[config.mk]
export PLATFORM = sky130hd
export DESIGN_NAME = dda_line_rasterizer
export DESIGN_NICKNAME = d
export VERILOG_FILES = /design/src/rtl/dda_pkg.sv /design/src/rtl/dda_ctrl.sv /design/src/rtl/dda_datapath.sv /design/src/rtl/dda_line_rasterizer.sv
export SDC_FILE = /design/constraint.sdc
export NUM_CORES = 1
export LEC_CHECK = 0
export BUFFER_PORTS_ARGS = -buffer_cell sky130_fd_sc_hd__buf_2
export CAP_MARGIN = 10
export CORE_UTILIZATION = 63
export CTS_CLUSTER_DIAMETER = 60
export DETAILED_ROUTE_END_ITERATION = 12
export HOLD_SLACK_MARGIN = 0.1
export PLACE_DENSITY = 0.82
export SLEW_MARGIN = 0
export SYNTH_ARGS = -nofsm -noshare
export SYNTH_HDL_FRONTEND = slang
export SYNTH_HIERARCHICAL = 1
export SYNTH_SLANG_ARGS = --single-unit
[constraint.sdc]
create_clock -name clk -period 8.6 [get_ports clk]
set_input_delay 2.58 -clock clk [delete_from_list [all_inputs] [get_ports clk]]
set_output_delay 2.58 -clock clk [all_outputs]
set_load 0.05 [all_outputs]
[src/rtl/dda_pkg.sv]
// dda_pkg: shared types for the dda line rasterizer
// mode codes and the command/status structs between controller and datapath
// no dependencies
`default_nettype none

package dda_pkg;

  typedef enum logic {
    MODE_LOAD = 1'b0,
    MODE_STEP = 1'b1
  } mode_t;

  typedef struct packed {
    logic load;
    logic div_step;
    logic step;
  } dda_cmd_t;

  typedef struct packed {
    logic active;
    logic div_last;
    logic out_free;
  } dda_status_t;

endpackage

`default_nettype wire

[src/rtl/dda_ctrl.sv]
// dda_ctrl: controller state machine of the dda line rasterizer
// sequences line load, divide iterations and pixel steps; uses dda_pkg
`default_nettype none

module dda_ctrl
  import dda_pkg::*;
(
  input  logic        clk,
  input  logic        rst,
  input  logic        s_tvalid,
  output logic        s_tready,
  input  logic        s_tuser,
  input  dda_status_t status,
  output dda_cmd_t    cmd
);

  typedef enum logic [1:0] {
    ST_IDLE = 2'b01,
    ST_DIV  = 2'b10
  } state_t;

  state_t state;
  state_t state_next;
  logic   accept;

  assign s_tready = (state == ST_IDLE) && status.out_free;
  assign accept   = s_tvalid && s_tready;

  always_comb begin
    state_next   = state;
    cmd.load     = 1'b0;
    cmd.div_step = 1'b0;
    cmd.step     = 1'b0;
    unique case (state)
      ST_IDLE: begin
        if (accept) begin
          if (mode_t'(s_tuser) == MODE_LOAD) begin
            cmd.load   = 1'b1;
            state_next = ST_DIV;
          end else begin
            cmd.step = status.active;
          end
        end
      end
      ST_DIV: begin
        cmd.div_step = 1'b1;
        if (status.div_last) begin
          state_next = ST_IDLE;
        end
      end
      default: begin
        state_next = ST_IDLE;
      end
    endcase
  end

  always_ff @(posedge clk) begin
    if (rst) begin
      state <= ST_IDLE;
    end else begin
      state <= state_next;
    end
  end

  a_cmd_exclusive: assert property (@(posedge clk) disable iff (rst)
    $onehot0({cmd.load, cmd.div_step, cmd.step}))
    else $error("controller issued overlapping commands");

  a_load_starts_div: assert property (@(posedge clk) disable iff (rst)
    cmd.load |=> state == ST_DIV)
    else $error("load did not start the divide");

  a_no_accept_in_div: assert property (@(posedge clk) disable iff (rst)
    state == ST_DIV |-> !s_tready)
    else $error("input taken while dividing");

endmodule

`default_nettype wire

[src/rtl/dda_datapath.sv]
// dda_datapath: accumulators, restoring divider and output register
// driven by dda_ctrl commands; uses dda_pkg
`default_nettype none

module dda_datapath
  import dda_pkg::*;
#(
  parameter int COORD_BITS = 11,
  parameter int FRAC_BITS  = 16
) (
  input  logic                  clk,
  input  logic                  rst,
  input  dda_cmd_t              cmd,
  output dda_status_t           status,
  input  logic [COORD_BITS-1:0] start_x,
  input  logic [COORD_BITS-1:0] start_y,
  input  logic [COORD_BITS-1:0] end_x,
  input  logic [COORD_BITS-1:0] end_y,
  input  logic                  out_ready,
  output logic                  out_valid,
  output logic [COORD_BITS-1:0] pixel_x,
  output logic [COORD_BITS-1:0] pixel_y,
  output logic                  last_pixel
);

  localparam int ACC_W = COORD_BITS + FRAC_BITS + 1;
  localparam int CNT_W = $clog2(FRAC_BITS + 1);
  localparam int Q_W   = FRAC_BITS + 1;
  localparam logic [ACC_W-1:0] HALF = ACC_W'(1) << (FRAC_BITS - 1);

  function automatic logic [ACC_W-1:0] start_pos(input logic [COORD_BITS-1:0] s,
                                                 input logic neg,
                                                 input logic moving);
    logic [ACC_W-1:0] base;
    base = {1'b0, s, {FRAC_BITS{1'b0}}};
    if (!moving) begin
      return base;
    end
    return neg ? base - HALF : base + HALF;
  endfunction

  logic [ACC_W-1:0]      acc_x, acc_y, inc_x, inc_y;
  logic [ACC_W-1:0]      acc_x_next, acc_y_next;
  logic [COORD_BITS-1:0] steps_left, len;
  logic [COORD_BITS-1:0] rem_x, rem_y, rem_x_next, rem_y_next;
  logic [Q_W-1:0]        q_x, q_y, q_x_next, q_y_next;
  logic                  neg_x, neg_y;
  logic [CNT_W-1:0]      div_cnt;

  logic                  neg_x_in, neg_y_in;
  logic [COORD_BITS-1:0] mag_x_in, mag_y_in, len_in;
  logic [COORD_BITS:0]   trial_x, trial_y, len_ext;
  logic                  ge_x, ge_y;

  // load setup
  assign neg_x_in = end_x < start_x;
  assign neg_y_in = end_y < start_y;
  assign mag_x_in = neg_x_in ? start_x - end_x : end_x - start_x;
  assign mag_y_in = neg_y_in ? start_y - end_y : end_y - start_y;
  assign len_in   = (mag_x_in > mag_y_in) ? mag_x_in : mag_y_in;

  // one restoring divide step per axis
  assign len_ext    = {1'b0, len};
  assign trial_x    = (div_cnt == '0) ? {1'b0, rem_x} : {rem_x, 1'b0};
  assign trial_y    = (div_cnt == '0) ? {1'b0, rem_y} : {rem_y, 1'b0};
  assign ge_x       = (trial_x != '0) && (trial_x >= len_ext);
  assign ge_y       = (trial_y != '0) && (trial_y >= len_ext);
  assign rem_x_next = ge_x ? COORD_BITS'(trial_x - len_ext) : COORD_BITS'(trial_x);
  assign rem_y_next = ge_y ? COORD_BITS'(trial_y - len_ext) : COORD_BITS'(trial_y);
  assign q_x_next   = {q_x[FRAC_BITS-1:0], ge_x};
  assign q_y_next   = {q_y[FRAC_BITS-1:0], ge_y};

  assign acc_x_next = acc_x + inc_x;
  assign acc_y_next = acc_y + inc_y;

  assign status.active   = steps_left != '0;
  assign status.div_last = div_cnt == CNT_W'(FRAC_BITS);
  assign status.out_free = !out_valid || out_ready;

  always_ff @(posedge clk) begin
    if (rst) begin
      steps_left <= '0;
      out_valid  <= 1'b0;
    end else begin
      if (cmd.load) begin
        steps_left <= len_in;
      end else if (cmd.step) begin
        steps_left <= steps_left - COORD_BITS'(1);
      end
      if (cmd.step) begin
        out_valid <= 1'b1;
      end else if (out_ready) begin
        out_valid <= 1'b0;
      end
    end
  end

  always_ff @(posedge clk) begin
    if (cmd.load) begin
      acc_x   <= start_pos(start_x, neg_x_in, mag_x_in != '0);
      acc_y   <= start_pos(start_y, neg_y_in, mag_y_in != '0);
      neg_x   <= neg_x_in;
      neg_y   <= neg_y_in;
      rem_x   <= mag_x_in;
      rem_y   <= mag_y_in;
      len     <= len_in;
      q_x     <= '0;
      q_y     <= '0;
      div_cnt <= '0;
    end else if (cmd.div_step) begin
      rem_x   <= rem_x_next;
      rem_y   <= rem_y_next;
      q_x     <= q_x_next;
      q_y     <= q_y_next;
      div_cnt <= div_cnt + CNT_W'(1);
      if (status.div_last) begin
        inc_x <= neg_x ? ACC_W'(0) - ACC_W'(q_x_next) : ACC_W'(q_x_next);
        inc_y <= neg_y ? ACC_W'(0) - ACC_W'(q_y_next) : ACC_W'(q_y_next);
      end
    end else if (cmd.step) begin
      acc_x      <= acc_x_next;
      acc_y      <= acc_y_next;
      pixel_x    <= acc_x_next[FRAC_BITS +: COORD_BITS];
      pixel_y    <= acc_y_next[FRAC_BITS +: COORD_BITS];
      last_pixel <= steps_left == COORD_BITS'(1);
    end
  end

  a_step_needs_pixels: assert property (@(posedge clk) disable iff (rst)
    cmd.step |-> steps_left != '0)
    else $error("step issued with no pixels left");

  a_step_fills_output: assert property (@(posedge clk) disable iff (rst)
    cmd.step |=> out_valid)
    else $error("step did not produce an output transfer");

  a_step_into_free_slot: assert property (@(posedge clk) disable iff (rst)
    cmd.step |-> status.out_free)
    else $error("step would overwrite a pending pixel");

endmodule

`default_nettype wire

[src/rtl/dda_line_rasterizer.sv]
// dda_line_rasterizer: top level of the dda line rasterizer
// instantiates dda_ctrl and dda_datapath; uses dda_pkg
//
// input stream: tuser is the mode (0 load a line, 1 next pixel), tdata carries
// start_x, start_y, end_x, end_y. a load produces no output transfer; after
// the accept, restoring dividers, one per axis with a shared divisor, form
// both axis increments of FRAC_BITS+1 quotient bits; tready stays low
// during the divide. a step's pixel is in the output register the cycle
// after the transfer; steps may follow back to back at one per cycle
// while the receiver is ready. a step with no pixels left is consumed and
// produces nothing; a zero-length line produces no pixels. tlast marks the
// final pixel of a line. a new load replaces any line in progress.
// when the receiver stalls the pending pixel is held and input tready drops
// until it is taken. reset clears the pending output, the pixel count and
// the controller; the block is ready the first cycle after reset.
`default_nettype none

module dda_line_rasterizer
  import dda_pkg::*;
#(
  parameter int COORD_BITS = 11,
  parameter int FRAC_BITS  = 16
) (
  input  logic clk,
  input  logic rst,
  input  logic s_tvalid,
  output logic s_tready,
  // start_x, start_y, end_x, end_y, zero fill
  input  logic [((4 * COORD_BITS + 7) / 8) * 8 - 1:0] s_tdata,
  // mode
  input  logic s_tuser,
  output logic m_tvalid,
  input  logic m_tready,
  // pixel_x, pixel_y, zero fill
  output logic [((2 * COORD_BITS + 7) / 8) * 8 - 1:0] m_tdata,
  output logic m_tlast
);

  localparam int OUT_W = ((2 * COORD_BITS + 7) / 8) * 8;

  dda_cmd_t              cmd;
  dda_status_t           status;
  logic [COORD_BITS-1:0] pixel_x, pixel_y;

  dda_ctrl u_ctrl (
    .clk      (clk),
    .rst      (rst),
    .s_tvalid (s_tvalid),
    .s_tready (s_tready),
    .s_tuser  (s_tuser),
    .status   (status),
    .cmd      (cmd)
  );

  dda_datapath #(
    .COORD_BITS (COORD_BITS),
    .FRAC_BITS  (FRAC_BITS)
  ) u_datapath (
    .clk        (clk),
    .rst        (rst),
    .cmd        (cmd),
    .status     (status),
    .start_x    (s_tdata[0 +: COORD_BITS]),
    .start_y    (s_tdata[COORD_BITS +: COORD_BITS]),
    .end_x      (s_tdata[2 * COORD_BITS +: COORD_BITS]),
    .end_y      (s_tdata[3 * COORD_BITS +: COORD_BITS]),
    .out_ready  (m_tready),
    .out_valid  (m_tvalid),
    .pixel_x    (pixel_x),
    .pixel_y    (pixel_y),
    .last_pixel (m_tlast)
  );

  assign m_tdata = OUT_W'({pixel_y, pixel_x});

endmodule

`default_nettype wire
==> results.md <==
| Parameter | This run |
|---|---|
| Htree depth | 4 |
| Horizontal extent of the die | 156 um |
| Number of CTS-inserted buffers | 17 |
| Required time of the critical path | 8950 ps |
| Met3 Use GR | 3.71% |
| Number of setup violations in the final report | 0 |
| Final critical-path share of the clock period | 82.3% |
| Filler Cells Inserted | 1815 |
| Maximum number of pins on one net before global-route repair | 90 |
| Count of cell types in the netlist | 99 |
| Average instance area after synthesis | 9.56 um^2 |
| Number of global-route vias before repair | 11400 |
| Row count | 56 |
| Final weighted congestion in routability-driven placement | 0.999 |
| Final number of max-transition violations | 0 |
| Nets | 1819 |
| IR Drop Worst-Case VDD | 126 uV |
| Most instantiated library cell after synthesis | sky130_fd_sc_hd__nor2_1 |
| Grt ovf | 0 |
| Maximum clock frequency | 0.141 GHz |
| Cells after DPL | 1923 |
| Part of the Yosys area used for sequential elements | 36.4% |
| # clock sinks | 199 |
| Io pins | 80 |
| # resized after CTS | 0 |
| Clock insertion delay at the later pin of the skew report | 440 ps |
| Cell accounting for the most synthesized area | sky130_fd_sc_hd__edfxtp_1 |
| Class of the tightest hold or removal check | reg -> reg |
| Clock tree from TritonCTS | built |
| Tot GR Track Use | 29.4% |
| Number of inserted diodes | 0 |
| Async set-reset flop share out of synthesis | 0% |
| Count of hold buffers inserted by post-cts repair | 0 |
| Met1 Use GR | 39.0% |
| Die area | 0.0245 mm^2 |
| Worst Setup End Kind | register |
| Buffers inserted by post-CTS timing repair | 0 |
| Effective utilization at floorplan | 64.2% |
| Warning count from the yosys run | 6 |
| Post-synthesis cell area | 0.0150 mm^2 |
| Synth top area share | 29.6% |
| Met2 track demand over resource | 49.7% |
| Fraction of final layout cells sized beyond drive strength 1 | 12.0% |
| Buffer cell driving the clock tree root | sky130_fd_sc_hd__clkbuf_16 |
| Result of the run | finished, final reports clean |
| Core footprint | 0.0234 mm^2 |
| Non-filler instance count after layout | 1955 |
| Final routed DRC violation total | 0 |
| Sort of element at the start of the critical path | input port |
| Most crowded layer after global routing | met2 |
| Routed via count divided by cell count | 6.22 |
| Aggregate routed wire length | 35400 um |
| Detailed placement HPWL | 26000 um |
| Pre-Repair DR Iteration Count | 5 |
| Initial detailed-routing violation count | 1027 |
| Worst setup path category | in -> reg |
| Leading cell types by total area after synthesis | sky130_fd_sc_hd__edfxtp_1, sky130_fd_sc_hd__ha_1, sky130_fd_sc_hd__dfxtp_1 |
| Unrepaired setup endpoints after global routing | false |
| Top cell types by occurrence after synthesis | sky130_fd_sc_hd__nor2_1, sky130_fd_sc_hd__edfxtp_1, sky130_fd_sc_hd__ha_1, sky130_fd_sc_hd__inv_1, sky130_fd_sc_hd__nand2_1 |
| Number of flops mapped to enable cells by yosys | 148 |
| Least-Margin Pin Slew | 1000 ps |
| Data arrival, critical path | 7430 ps |
| Post-synth top flop | sky130_fd_sc_hd__edfxtp_1 |
| Worst-case clock skew | 16.4 ps |
| Height of the chip | 156 um |
| IO Port Bufs | 73 |
| Max-slew headroom at the worst pin | 33.2% |
| Routed via count | 12200 |
| Routed wire length per instance | 18.1 um |
| Max-cap violations | 0 |
| Hold violation total from the final report | 0 |
| Synthesis-stage register bit count | 199 |
| Antenna violations before repair | 0 |
| Post-synthesis cell count | 1572 |
| Pwr dens | 215 mW/mm^2 |
| Global-route wire length before repair | 56900 um |
| Area added between synthesis and finish | 8.07% |
| Leakage power | 0.00686 uW |
| Max Root-Sink Buffers | 2 |
| Antenna viol nets, final | 0 |
| Minimum period implied by the final worst setup slack | 7080 ps |
| Sum Neg Setup Slack | 0 ps |
| Worst-path fanout max | 13 |
| Post-CTS clock slew at the launch and capture registers of the worst setup and hold paths | 80 ps |
## final timing paths
check                             start                  endpoint  slack [ps]  depth (start not counted)
hold / removal        u_datapath/q_y[0]         u_datapath/q_y[0]         540                          2
setup / recovery            s_tdata[19]  u_datapath/steps_left[5]        1520                         19
hold reg to reg       u_datapath/q_y[0]         u_datapath/q_y[0]         540                          2
setup reg to reg  u_datapath/div_cnt[0]      u_datapath/inc_y[14]        3550                         18
## metrics by stage
step | hold WS (ps) | worst slack (ps) | total power [uW] | instance area, um^2 | utilization, %
finish | 545 | 1520 | 3500 | 16200 | 69.4
global route | 570 | 1100 | 3690 | 16200 | 69.4
CTS | 530 | 1610 | 3490 | 16200 | 69.4
detailed placement | 513 | 1170 | 2700 | 15700 | 66.9
global placement | 499 | 1280 | 2640 | 15700 | 66.9
floorplan | 483 | 962 | 2370 | 15000 | -
## critical path, cell delays in order
cell and delay [ps]:
sky130_fd_sc_hd__buf_2 150, sky130_fd_sc_hd__inv_1 80, sky130_fd_sc_hd__ha_1 440, sky130_fd_sc_hd__a21o_1 240, sky130_fd_sc_hd__o211a_1 270, sky130_fd_sc_hd__nor2_2 350, sky130_fd_sc_hd__nand2_1 400, sky130_fd_sc_hd__inv_1 330
sky130_fd_sc_hd__mux2i_1 270, sky130_fd_sc_hd__xor2_1 430, sky130_fd_sc_hd__ha_1 240, sky130_fd_sc_hd__a21oi_1 40, sky130_fd_sc_hd__o31ai_1 200, sky130_fd_sc_hd__nor2_1 50, sky130_fd_sc_hd__o21ai_0 130, sky130_fd_sc_hd__o31a_1 580
sky130_fd_sc_hd__mux2i_1 320, sky130_fd_sc_hd__nor2_1 70, sky130_fd_sc_hd__a211oi_1 240
## final cells by class
class                           count  area, um^2  area share (%)
Multi-Input combinational cell   1211        8930            55.0
Clock buffer                       21         484            2.98
Sequential cell                   199        5470            33.6
Clock inverter                     11         103           0.632
Tap cell                          319         399            2.46
Inverter                          110         415            2.56
Timing Repair Buffer               84         448            2.76
## layout by cell type (no fill, tap or decap), types with 62 or more instances in the layout
master / instances
sky130_fd_sc_hd__a21oi_1: 97
sky130_fd_sc_hd__buf_2: 73
sky130_fd_sc_hd__edfxtp_1: 148
sky130_fd_sc_hd__ha_1: 135
sky130_fd_sc_hd__inv_1: 106
sky130_fd_sc_hd__mux2i_1: 62
sky130_fd_sc_hd__nand2_1: 101
sky130_fd_sc_hd__nor2_1: 150
sky130_fd_sc_hd__o21ai_0: 79
sky130_fd_sc_hd__xnor2_1: 74
## registers in the layout, summed over array words and instances, names as in the netlist
signal                 flops
u_datapath/len            11
u_datapath/steps_left     11
u_ctrl/state               2
u_datapath/acc_x          27
u_datapath/neg_y           1
u_datapath/inc_x          18
u_datapath/inc_y          18
u_datapath/q_x            16
u_datapath/out_valid       1
u_datapath/pixel_y        11
u_datapath/last_pixel      1
u_datapath/neg_x           1
u_datapath/q_y            16
u_datapath/div_cnt         5
u_datapath/rem_y          11
u_datapath/acc_y          27
u_datapath/rem_x          11
u_datapath/pixel_x        11
## power by group
part / switching [uW] / internal [uW]
combinational: 871 / 570
sequential: 54.3 / 1220
clock: 369 / 417
total: 1290 / 2210
## routing by layer
layer  vias up  routed length, um
met3        66               2180
met4         0                953
li1       5853                  -
met2       460              16800
met5         -                  0
met1      5787              15400
## cell families after synthesis
| logic type | synth area share (%) |
|---|---|
| compound gates | 17.7 |
| xor+xnor | 6.90 |
| fa+ha+maj | 12.3 |
| buf+inv | 4.42 |
| flops | 36.4 |
| mux | 6.60 |
| other cells | 0.0249 |
| simple gates | 15.7 |
Power figures use the tool's default switching activity.
